$ cat config.mk
export PLATFORM = sky130hd
export DESIGN_NAME = dual_lcg_random_generator
export DESIGN_NICKNAME = d
export VERILOG_FILES = /design/src/design/dlcg_pkg.sv /design/src/design/dlcg_mul48.sv /design/src/design/dlcg_dp.sv /design/src/design/dlcg_ctrl.sv /design/src/design/dual_lcg_random_generator.sv
export VERILOG_INCLUDE_DIRS = /design/src /design/src/design
export SDC_FILE = /design/constraint.sdc
export NUM_CORES = 2
export LEC_CHECK = 0
export ABC_AREA = 0
export BUFFER_PORTS_ARGS = -buffer_cell sky130_fd_sc_hd__buf_2
export CORE_MARGIN = 2
export CORE_UTILIZATION = 28
export CTS_BUF_LIST = sky130_fd_sc_hd__clkbuf_8 sky130_fd_sc_hd__clkbuf_16
export DETAILED_ROUTE_END_ITERATION = 6
export HOLD_SLACK_MARGIN = 0.1
export PLACE_DENSITY = 0.38
export SYNTH_ARGS = -nofsm -noshare
export SYNTH_HDL_FRONTEND = slang
export SYNTH_HIERARCHICAL = 1
export SYNTH_SLANG_ARGS = --single-unit
$ cat constraint.sdc
create_clock -name i_clk -period 65.5 [get_ports i_clk]
set_input_delay 9.825 -clock i_clk [delete_from_list [all_inputs] [get_ports i_clk]]
set_output_delay 9.825 -clock i_clk [all_outputs]
set_load 0.01 [all_outputs]
$ cat src/design/dual_lcg_random_generator_macros.svh
// ============================================================================
// Assertion macros for the dual LCG random generator
// Shorthand for clocked implication checks; every user has i_clk and i_rst_n.
// ============================================================================
`ifndef DUAL_LCG_RANDOM_GENERATOR_MACROS_SVH
`define DUAL_LCG_RANDOM_GENERATOR_MACROS_SVH

// Same-cycle implication, disabled while in reset.
`define DLCG_ASSERT_IMP(lbl, ante, cons, msg) \
    lbl: assert property (@(posedge i_clk) disable iff (!i_rst_n) \
        (ante) |-> (cons)) else $error(msg);

// Next-cycle implication, disabled while in reset.
`define DLCG_ASSERT_NEXT(lbl, ante, cons, msg) \
    lbl: assert property (@(posedge i_clk) disable iff (!i_rst_n) \
        (ante) |=> (cons)) else $error(msg);

`endif

$ cat src/design/dlcg_pkg.sv
// ============================================================================
// dlcg_pkg
// Types and constants shared by the dual LCG generator modules.
// ============================================================================
`default_nettype none

package dlcg_pkg;

    // Operation codes carried on the input tuser
    localparam logic OP_DRAW   = 1'b0;
    localparam logic OP_RESEED = 1'b1;

    // Generator constants
    localparam logic [63:0] DISTORT_A  = 64'h6a09e667f3bcc908;
    localparam logic [63:0] DISTORT_B  = 64'hbb67ae8584caa73b;
    localparam logic [31:0] SPREAD_MUL = 32'hCE95CE95;
    localparam logic [39:0] A_ONE      = 40'd777206658847;
    localparam logic [39:0] A_TWO      = 40'd603803122327;
    localparam logic [47:0] INC_ONE    = 48'd13;
    localparam logic [47:0] INC_TWO    = 48'd257;

    // Partial product steps of the 48-bit modular multiply
    localparam logic [1:0] STEP_LL = 2'd0;  // x_lo * c_lo + addend
    localparam logic [1:0] STEP_HL = 2'd1;  // + (x_hi * c_lo) << 24
    localparam logic [1:0] STEP_LH = 2'd2;  // + (x_lo * c_hi) << 24

    // Operand sources for the two multiply lanes
    typedef enum logic [1:0] {
        LD_SEED = 2'd0,
        LD_ADV  = 2'd1,
        LD_MIX  = 2'd2
    } t_ld_mode;

    // Commands from the controller to the datapath
    typedef struct packed {
        logic     cap_seed;
        logic     seed_one;
        logic     seed_mul;
        logic     stretch;
        logic     load;
        t_ld_mode load_mode;
        logic     step_en;
        logic [1:0] step;
        logic     emit;
        logic     commit;
    } t_dp_cmd;

    function automatic logic [63:0] stretch64(input logic [63:0] v);
        logic [63:0] r11;
        logic [63:0] r17;
        logic [63:0] r23;
        logic [63:0] r31;
        r11 = {v[52:0], v[63:53]};
        r17 = {v[46:0], v[63:47]};
        r23 = {v[40:0], v[63:41]};
        r31 = {v[32:0], v[63:33]};
        return (r11 ^ r17) + (r23 ^ r31);
    endfunction

    // Low 48 bits of (v >> 32) ^ v
    function automatic logic [47:0] fold48(input logic [63:0] v);
        return v[47:0] ^ {16'h0000, v[63:32]};
    endfunction

endpackage

`default_nettype wire

$ cat src/design/dlcg_mul48.sv
// ============================================================================
// dlcg_mul48
// One multiply lane: x * c + addend modulo 2^48 over three 24x24 steps.
// ============================================================================
`default_nettype none

module dlcg_mul48
    import dlcg_pkg::*;
(
    input  wire logic        i_clk,
    input  wire logic        i_load,
    input  wire logic [47:0] i_x,
    input  wire logic [39:0] i_c,
    input  wire logic [47:0] i_add,
    input  wire logic        i_step_en,
    input  wire logic [1:0]  i_step,
    output logic      [47:0] o_acc
);

    logic [47:0] r_x;
    logic [39:0] r_c;
    logic [47:0] r_add;
    logic [47:0] r_acc;

    logic [23:0] w_a;
    logic [23:0] w_b;
    logic [47:0] w_p;

    // The x_hi * c_hi term falls entirely above bit 47 and is never formed
    assign w_a = (i_step == STEP_HL) ? r_x[47:24] : r_x[23:0];
    assign w_b = (i_step == STEP_LH) ? {8'h00, r_c[39:24]} : r_c[23:0];
    assign w_p = {24'h000000, w_a} * {24'h000000, w_b};

    always_ff @(posedge i_clk) begin
        if (i_load) begin
            r_x   <= i_x;
            r_c   <= i_c;
            r_add <= i_add;
        end
        if (i_step_en) begin
            case (i_step)
                STEP_LL: r_acc <= w_p + r_add;
                STEP_HL: r_acc <= r_acc + {w_p[23:0], 24'h000000};
                STEP_LH: r_acc <= r_acc + {w_p[23:0], 24'h000000};
                default: r_acc <= r_acc;
            endcase
        end
    end

    assign o_acc = r_acc;

endmodule

`default_nettype wire

$ cat src/design/dlcg_dp.sv
// ============================================================================
// dlcg_dp
// Datapath: state registers, seed spreading and two multiply lanes.
// ============================================================================
`default_nettype none

module dlcg_dp
    import dlcg_pkg::*;
(
    input  wire logic        i_clk,
    input  wire t_dp_cmd     i_cmd,
    input  wire logic [31:0] i_seed,
    output logic      [30:0] o_random
);

    logic [47:0] r_first;
    logic [47:0] r_second;
    logic [31:0] r_seed;
    logic [63:0] r_m;
    logic [63:0] r_s;
    logic [30:0] r_out;

    logic [63:0] w_smul;
    logic [47:0] w_acc_a;
    logic [47:0] w_acc_b;
    logic [47:0] w_x_a;
    logic [47:0] w_x_b;
    logic [39:0] w_c_a;
    logic [39:0] w_c_b;
    logic [47:0] w_add_a;
    logic [47:0] w_add_b;

    assign w_smul = {32'h00000000, r_seed} * {32'h00000000, SPREAD_MUL};

    // Lane A produces the first state, lane B the second
    always_comb begin
        case (i_cmd.load_mode)
            LD_SEED: begin
                w_x_a   = fold48(r_s ^ DISTORT_A);
                w_c_a   = A_TWO;
                w_add_a = INC_ONE;
                w_x_b   = fold48(r_s ^ DISTORT_B);
                w_c_b   = A_ONE;
                w_add_b = INC_TWO;
            end
            LD_MIX: begin
                w_x_a   = w_acc_b;
                w_c_a   = A_ONE;
                w_add_a = r_first;
                w_x_b   = w_acc_a;
                w_c_b   = A_TWO;
                w_add_b = INC_ONE;
            end
            default: begin
                w_x_a   = r_first;
                w_c_a   = A_ONE;
                w_add_a = INC_ONE;
                w_x_b   = r_second;
                w_c_b   = A_TWO;
                w_add_b = INC_ONE;
            end
        endcase
    end

    dlcg_mul48 u_lane_a (
        .i_clk     (i_clk),
        .i_load    (i_cmd.load),
        .i_x       (w_x_a),
        .i_c       (w_c_a),
        .i_add     (w_add_a),
        .i_step_en (i_cmd.step_en),
        .i_step    (i_cmd.step),
        .o_acc     (w_acc_a)
    );

    dlcg_mul48 u_lane_b (
        .i_clk     (i_clk),
        .i_load    (i_cmd.load),
        .i_x       (w_x_b),
        .i_c       (w_c_b),
        .i_add     (w_add_b),
        .i_step_en (i_cmd.step_en),
        .i_step    (i_cmd.step),
        .o_acc     (w_acc_b)
    );

    always_ff @(posedge i_clk) begin
        if (i_cmd.seed_one) begin
            r_seed <= 32'd1;
        end else if (i_cmd.cap_seed) begin
            r_seed <= i_seed;
        end
        if (i_cmd.seed_mul) begin
            r_m <= w_smul;
        end
        if (i_cmd.stretch) begin
            r_s <= stretch64(r_m);
        end
        if (i_cmd.emit) begin
            r_out <= w_acc_a[47:17] ^ w_acc_b[47:17];
        end
        if (i_cmd.commit) begin
            r_first  <= w_acc_a;
            r_second <= w_acc_b;
        end
    end

    assign o_random = r_out;

endmodule

`default_nettype wire

$ cat src/design/dlcg_ctrl.sv
// ============================================================================
// dlcg_ctrl
// Controller: sequences reseeds and draws, owns both stream handshakes.
// ============================================================================
`default_nettype none

`include "dual_lcg_random_generator_macros.svh"

module dlcg_ctrl
    import dlcg_pkg::*;
(
    input  wire logic i_clk,
    input  wire logic i_rst_n,
    input  wire logic i_s_axis_tvalid,
    input  wire logic i_op,
    output logic      o_s_axis_tready,
    output logic      o_m_axis_tvalid,
    input  wire logic i_m_axis_tready,
    output t_dp_cmd   o_cmd
);

    typedef enum logic [7:0] {
        ST_INIT   = 8'b0000_0001,
        ST_IDLE   = 8'b0000_0010,
        ST_SMUL   = 8'b0000_0100,
        ST_STR    = 8'b0000_1000,
        ST_LOAD   = 8'b0001_0000,
        ST_MUL    = 8'b0010_0000,
        ST_EMIT   = 8'b0100_0000,
        ST_COMMIT = 8'b1000_0000
    } t_state;

    t_state     r_state, n_state;
    logic [1:0] r_step,  n_step;
    logic       r_draw,  n_draw;
    logic       r_phase, n_phase;
    logic       r_valid, n_valid;
    t_dp_cmd    w_cmd;

    always_comb begin
        n_state = r_state;
        n_step  = r_step;
        n_draw  = r_draw;
        n_phase = r_phase;
        w_cmd   = '0;
        w_cmd.load_mode = !r_draw ? LD_SEED : (r_phase ? LD_MIX : LD_ADV);
        w_cmd.step      = r_step;
        case (r_state)
            ST_INIT: begin
                w_cmd.seed_one = 1'b1;
                n_draw  = 1'b0;
                n_state = ST_SMUL;
            end
            ST_IDLE: begin
                if (i_s_axis_tvalid) begin
                    w_cmd.cap_seed = 1'b1;
                    n_draw  = (i_op == OP_DRAW);
                    n_phase = 1'b0;
                    n_state = (i_op == OP_DRAW) ? ST_LOAD : ST_SMUL;
                end
            end
            ST_SMUL: begin
                w_cmd.seed_mul = 1'b1;
                n_state = ST_STR;
            end
            ST_STR: begin
                w_cmd.stretch = 1'b1;
                n_state = ST_LOAD;
            end
            ST_LOAD: begin
                w_cmd.load = 1'b1;
                n_step  = STEP_LL;
                n_state = ST_MUL;
            end
            ST_MUL: begin
                w_cmd.step_en = 1'b1;
                if (r_step == STEP_LH) begin
                    n_state = (r_draw && !r_phase) ? ST_EMIT : ST_COMMIT;
                end else begin
                    n_step = r_step + 2'd1;
                end
            end
            ST_EMIT: begin
                // Hold until the output register is free or draining
                if (!r_valid || i_m_axis_tready) begin
                    w_cmd.emit = 1'b1;
                    n_phase = 1'b1;
                    n_state = ST_LOAD;
                end
            end
            ST_COMMIT: begin
                w_cmd.commit = 1'b1;
                n_state = ST_IDLE;
            end
            default: begin
                n_state = ST_INIT;
            end
        endcase
        if (w_cmd.emit) begin
            n_valid = 1'b1;
        end else if (i_m_axis_tready) begin
            n_valid = 1'b0;
        end else begin
            n_valid = r_valid;
        end
    end

    always_ff @(posedge i_clk) begin
        if (!i_rst_n) begin
            r_state <= ST_INIT;
            r_step  <= STEP_LL;
            r_draw  <= 1'b0;
            r_phase <= 1'b0;
            r_valid <= 1'b0;
        end else begin
            r_state <= n_state;
            r_step  <= n_step;
            r_draw  <= n_draw;
            r_phase <= n_phase;
            r_valid <= n_valid;
        end
    end

    assign o_s_axis_tready = (r_state == ST_IDLE);
    assign o_m_axis_tvalid = r_valid;
    assign o_cmd           = w_cmd;

    `DLCG_ASSERT_IMP(a_emit_slot_free, w_cmd.emit, !r_valid || i_m_axis_tready, "emit over a pending result")
    `DLCG_ASSERT_NEXT(a_emit_sets_valid, w_cmd.emit, o_m_axis_tvalid, "emitted result not presented")
    `DLCG_ASSERT_IMP(a_idle_no_update, o_s_axis_tready, !(w_cmd.step_en || w_cmd.commit), "datapath busy while idle")
    `DLCG_ASSERT_IMP(a_step_range, r_state == ST_MUL, r_step == STEP_LL || r_step == STEP_HL || r_step == STEP_LH, "bad multiply step")

endmodule

`default_nettype wire

$ cat src/design/dual_lcg_random_generator.sv
// ============================================================================
// dual_lcg_random_generator
// Pseudo-random source built from two cross-mixed 48-bit LCG states.
// ============================================================================
// An input item with tuser = 0 draws one 31-bit value (one output item);
// tuser = 1 reseeds both states from the 32-bit seed in tdata and produces
// no output. The block works on one item at a time. Each 48-bit modular
// product is built from three 24x24 partial products in a lane, two lanes
// run side by side, and a draw needs two rounds of products (advance, then
// cross-mix) where a reseed needs one plus a 32x32 seed multiply and a
// stretch step. The value of a draw is presented after the advance round;
// if the previous value has still not been taken by then, the draw holds
// until it is. After reset the block reseeds itself with seed 1, so the
// input is not ready until that reseed is done. A finished value waits in
// an output register while the next item is taken in.
// ============================================================================
`default_nettype none

module dual_lcg_random_generator
    import dlcg_pkg::*;
(
    input  wire logic        i_clk,
    input  wire logic        i_rst_n,
    // Input stream
    input  wire logic        i_s_axis_tvalid,
    output logic             o_s_axis_tready,
    input  wire logic [31:0] i_s_axis_tdata,   // [31:0] seed
    input  wire logic [0:0]  i_s_axis_tuser,   // [0] operation (0 draw, 1 reseed)
    // Output stream
    output logic             o_m_axis_tvalid,
    input  wire logic        i_m_axis_tready,
    output logic      [31:0] o_m_axis_tdata    // [30:0] random_value, [31] zero
);

    t_dp_cmd     w_cmd;
    logic [30:0] w_random;

    // Sequencer: decides which datapath step runs each cycle
    dlcg_ctrl u_ctrl (
        .i_clk           (i_clk),
        .i_rst_n         (i_rst_n),
        .i_s_axis_tvalid (i_s_axis_tvalid),
        .i_op            (i_s_axis_tuser[0]),
        .o_s_axis_tready (o_s_axis_tready),
        .o_m_axis_tvalid (o_m_axis_tvalid),
        .i_m_axis_tready (i_m_axis_tready),
        .o_cmd           (w_cmd)
    );

    // Arithmetic: states, seed spreading, multiply lanes, output register
    dlcg_dp u_dp (
        .i_clk    (i_clk),
        .i_cmd    (w_cmd),
        .i_seed   (i_s_axis_tdata),
        .o_random (w_random)
    );

    // Pad the 31-bit value to a whole number of bytes
    assign o_m_axis_tdata = {1'b0, w_random};

endmodule

`default_nettype wire

==> results.md <==
- The core box area is between 300000 and 400000 sq um.
- After synthesis, the share of cell area in mux cells is 0.02238.
- Clock tree synthesis inserted a total of 96 buffers.
- The most instantiated flip-flop cell in the synthesis netlist is sky130_fd_sc_hd__edfxtp_1.
- Input and output buffers added on the ports amount to 69.
- Total power for the finished layout comes to approximately 0.0015 W.
- The per-instance average area after synthesis is just under 10 sq um.
- a little over 70 I/O pins were placed.
- The synthesized netlist occupies a cell area of between 90000 and 100000 sq um.
- After clock tree synthesis, the clock-pin slew on the worst setup and hold paths is approximately 0.060 ns.
- The total placed cells including tap cells is approximately 14000.
- After detailed routing, the average wire length per cell comes to 24.89 microns.
- The clock drives approximately 670 sinks.
- The routed design could run at a clock period as short as ~12 ns.
- For the worst setup path, the data required time is approximately 56 ns.
- The element type at the critical path end is an output port.
- The buffer type at the clock tree root is sky130_fd_sc_hd__clkbuf_16.
- The reported max-cap violation count is 0.
- After clock tree synthesis, the repair step resized 0 gates.
- The pre-CTS setup slack is 54.13 ns.
- The data arrival time of the critical path is about 2.0 ns.
- The number of warnings printed during yosys synthesis is 6.
- Post-CTS timing repair inserted 0 buffers for setup.
- Row generation in the floorplan step produced ~210 rows.
- Dividing the final minimum period by the clock period gives 0.1810.
- For this block, the routed nets add up to 352600 microns of wire.
- Setup total negative slack on the finished layout was measured at 0 ns.
- The finished cells cover a little over 100000 sq um.
- The worst path meets setup with about 54 ns of slack.
- For this run, the register share of the synthesized area comes to 0.2095.
- The measured slew at the worst slew-check pin is 1.282 ns.
- By area, the combinational part of the netlist is dominated by adder cells.
- For this configuration, the core starts out at a cell density of 0.2809.
- Based on the critical path, the design can be clocked at up to roughly 84 MHz.
- The count of routing violations after the opening detailed-route iteration is 3836.
- The power density over the cells is roughly 14 nW/um^2.
- The floorplan step set the die height to around 580 microns.
- The worst clock skew is 0.04201 ns.
- Setup repair after global routing left no endpoint under its margin.
- The run finished with clean final reports.
- The path class of the tightest hold or removal check is flip-flop to flip-flop.
- Detailed placement ended at an HPWL of between 200000 and 300000 microns.
- The iteration count of the initial detailed-routing pass is 5.
- The remaining max-slew budget at the tightest pin is 0.1398.
- The H-tree level count is 3.
- The worst IR drop on VDD is between 0.015 and 0.02 mV.
- The fraction of synthesis flops using an asynchronous set or reset pin is 0.
- The synthesis-to-layout area growth is 9.804%.
- Entering global routing, the biggest net connects 77 pins.
- Routability-driven placement finished with a final weighted congestion of 0.8845.
- The count of nets after finishing is about 12000.
- Of the total synthesized cell area, the portion taken by XOR and XNOR cells is 0.05064.
- The final instance count without filler cells is 14170.
- The number of global-route vias before repair was 73940.
- Of the cells placed in the final design, the portion with a size suffix greater than 1 is 0.05362.
- Of the total synthesized cell area, the portion taken by AND, OR, NAND and NOR gates is 0.1068.
- The total grt overflow is 0.
- STA classifies the critical path startpoint as a flip-flop.
- TritonCTS built the clock tree.
- The maximum root-to-sink buffer count is 4.
- The category of the most critical setup path is flip-flop to output port.
- Of the total synthesized cell area, the portion taken by full adders, half adders and majority gates is 0.4317.
- The number of enable flip-flop cells after synthesis is about 620.
- Synthesis instantiated about 100 different standard cells from the library.
- The number of hold buffers added after CTS is 0.
- The count of nets left with antenna violations once routing finished came out at 0.
- For this design the static power due to leakage is 48.37 nW.
- Summing all placed instances gives a cell area of between 90000 and 100000 sq um.
- The flop and latch count out of synthesis is 668.
- The number of instances in the synthesized netlist is between 9000 and 10000.
- After detailed routing, the number of vias per cell comes to approximately 4.8.
- The wire length of the first global-routing pass is 518700 microns.
- The count of final setup violators is 0.
- The number of antenna violations at the first check in global routing was 15.
- The number of hold violations in the final report is 0.
- Across every metal layer, demand over resource in global routing totals 0.2094.
- The number of pins with negative max-slew slack in the final report is 0.
- The total via count in the routed design is between 60000 and 70000.
- The area fraction in compound gates after synthesis came to 0.08906.
- Clock latency on the worst-skew pair, taken at its later pin, is 0.84 ns.
- The residual DRC count is 0.
- Along the worst path, the maximum fanout reaches 7.
- The chip width is slightly below 600 microns.
- The floorplan die area is around 340000 sq um.
## placed cells by master (no fill, tap or decap), types with 100 or more instances in the layout
master,n
sky130_fd_sc_hd__conb_1,100
sky130_fd_sc_hd__mux2i_1,105
sky130_fd_sc_hd__nor2_1,822
sky130_fd_sc_hd__xor2_1,326
sky130_fd_sc_hd__buf_4,131
sky130_fd_sc_hd__a21o_1,196
sky130_fd_sc_hd__xnor2_1,215
sky130_fd_sc_hd__inv_1,1901
sky130_fd_sc_hd__edfxtp_1,623
sky130_fd_sc_hd__fa_1,1405
sky130_fd_sc_hd__o21ai_0,303
sky130_fd_sc_hd__nand2_1,951
sky130_fd_sc_hd__a21oi_1,389
sky130_fd_sc_hd__ha_1,975
## stage by stage
step                      utilization  hold slack, ns
final                          0.3084          0.4312
after CTS                      0.3084          0.4481
after global placement         0.2989          0.4338
after floorplan                     -          0.4207
after global routing           0.3084          0.4526
after detailed placement       0.2989          0.4379
## kinds of logic (layout without fill, tap and decap cells)
group,after synthesis,after routing
simple gates,2308,2308
mux,199,199
other cells,3,108
compound gates,1307,1307
flops,668,668
buf+inv,2224,2263
xor+xnor,541,541
fa+ha+maj,2386,2386
## state kept, by name, indices dropped and copies added, names as in the netlist
register                count
u_ctrl/o_m_axis_tvalid      1
u_ctrl/r_draw               1
u_ctrl/r_phase              1
u_ctrl/r_state              8
u_ctrl/r_step               2
u_dp/o_random              31
u_dp/r_first               48
u_dp/r_m                   64
u_dp/r_s                   64
u_dp/r_second              48
u_dp/r_seed                32
u_dp/u_lane_a/o_acc        48
u_dp/u_lane_a/r_add        48
u_dp/u_lane_a/r_c          40
u_dp/u_lane_a/r_x          48
u_dp/u_lane_b/o_acc        48
u_dp/u_lane_b/r_add        48
u_dp/u_lane_b/r_c          40
u_dp/u_lane_b/r_x          48
## critical path, cell delays in order, from the launching register on
cell and delay, ns:
sky130_fd_sc_hd__dfxtp_1 0.49, sky130_fd_sc_hd__and2b_1 0.26, sky130_fd_sc_hd__and4_1 0.31, sky130_fd_sc_hd__buf_2 0.16
## report_power, final
part / leakage, nW / internal, W / switching (W) / total (W)
logic: 40.9 / 0.000163 / 0.000305 / 0.000468
clock network: 1.58 / 0.000313 / 0.000220 / 0.000533
registers: 5.90 / 0.000483 / 0.00000486 / 0.000488
## Yosys cell counts (117+ instances only)
cell	number	area share
sky130_fd_sc_hd__a21oi_1	389	0.021
sky130_fd_sc_hd__nor2_1	823	0.033
sky130_fd_sc_hd__o21ai_0	305	0.016
sky130_fd_sc_hd__nand2_1	951	0.038
sky130_fd_sc_hd__fa_1	1405	0.30
sky130_fd_sc_hd__ha_1	981	0.13
sky130_fd_sc_hd__mux2i_1	117	0.013
sky130_fd_sc_hd__xnor2_1	215	0.020
sky130_fd_sc_hd__inv_1	1891	0.076
sky130_fd_sc_hd__xor2_1	326	0.031
sky130_fd_sc_hd__clkbuf_1	305	0.012
sky130_fd_sc_hd__edfxtp_1	623	0.20
sky130_fd_sc_hd__a21o_1	196	0.016
## cell type report
| type | count | area [sq um] |
|---|---|---|
| fill | 34900 | 230400 |
| antenna | 8 | 20.02 |
| tap | 4387 | 5489 |
| inverter | 1891 | 7101 |
| clock buffer | 99 | 2455 |
| clock inverter | 73 | 690.7 |
| timing repair buffer | 200 | 1329 |
| multi-input combinational | 6841 | 66060 |
| sequential | 668 | 19610 |
## path summary, 6_finish.rpt
path	from	end	slack [ns]	cells after the start
worst max register to register	u_ctrl/r_step[1]$_SDFFE_PN0P_	u_dp/u_lane_b/o_acc[41]$_DFFE_PP_	54.03	37
worst min-delay path	u_dp/u_lane_b/o_acc[12]$_DFFE_PP_	u_dp/r_second[12]$_DFFE_PP_	0.43	0
worst max-delay path	u_ctrl/r_state[1]$_SDFFE_PN0P_	o_s_axis_tready	53.64	3
worst min register to register	u_dp/u_lane_b/o_acc[12]$_DFFE_PP_	u_dp/r_second[12]$_DFFE_PP_	0.43	0
## metal layers
| layer | up-vias | GRT usage | routed length, microns | share of wire |
|---|---|---|---|---|
| met5 | - | 0 | 0 | 0 |
| met4 | 0 | 0.06072 | 11350 | 0.032 |
| met3 | 386 | 0.01994 | 13160 | 0.037 |
| met2 | 1419 | 0.3732 | 177400 | 0.50 |
| met1 | 34810 | 0.2675 | 150700 | 0.43 |
| li1 | 30820 | - | - | - |
(Power assumes the default switching activity.)
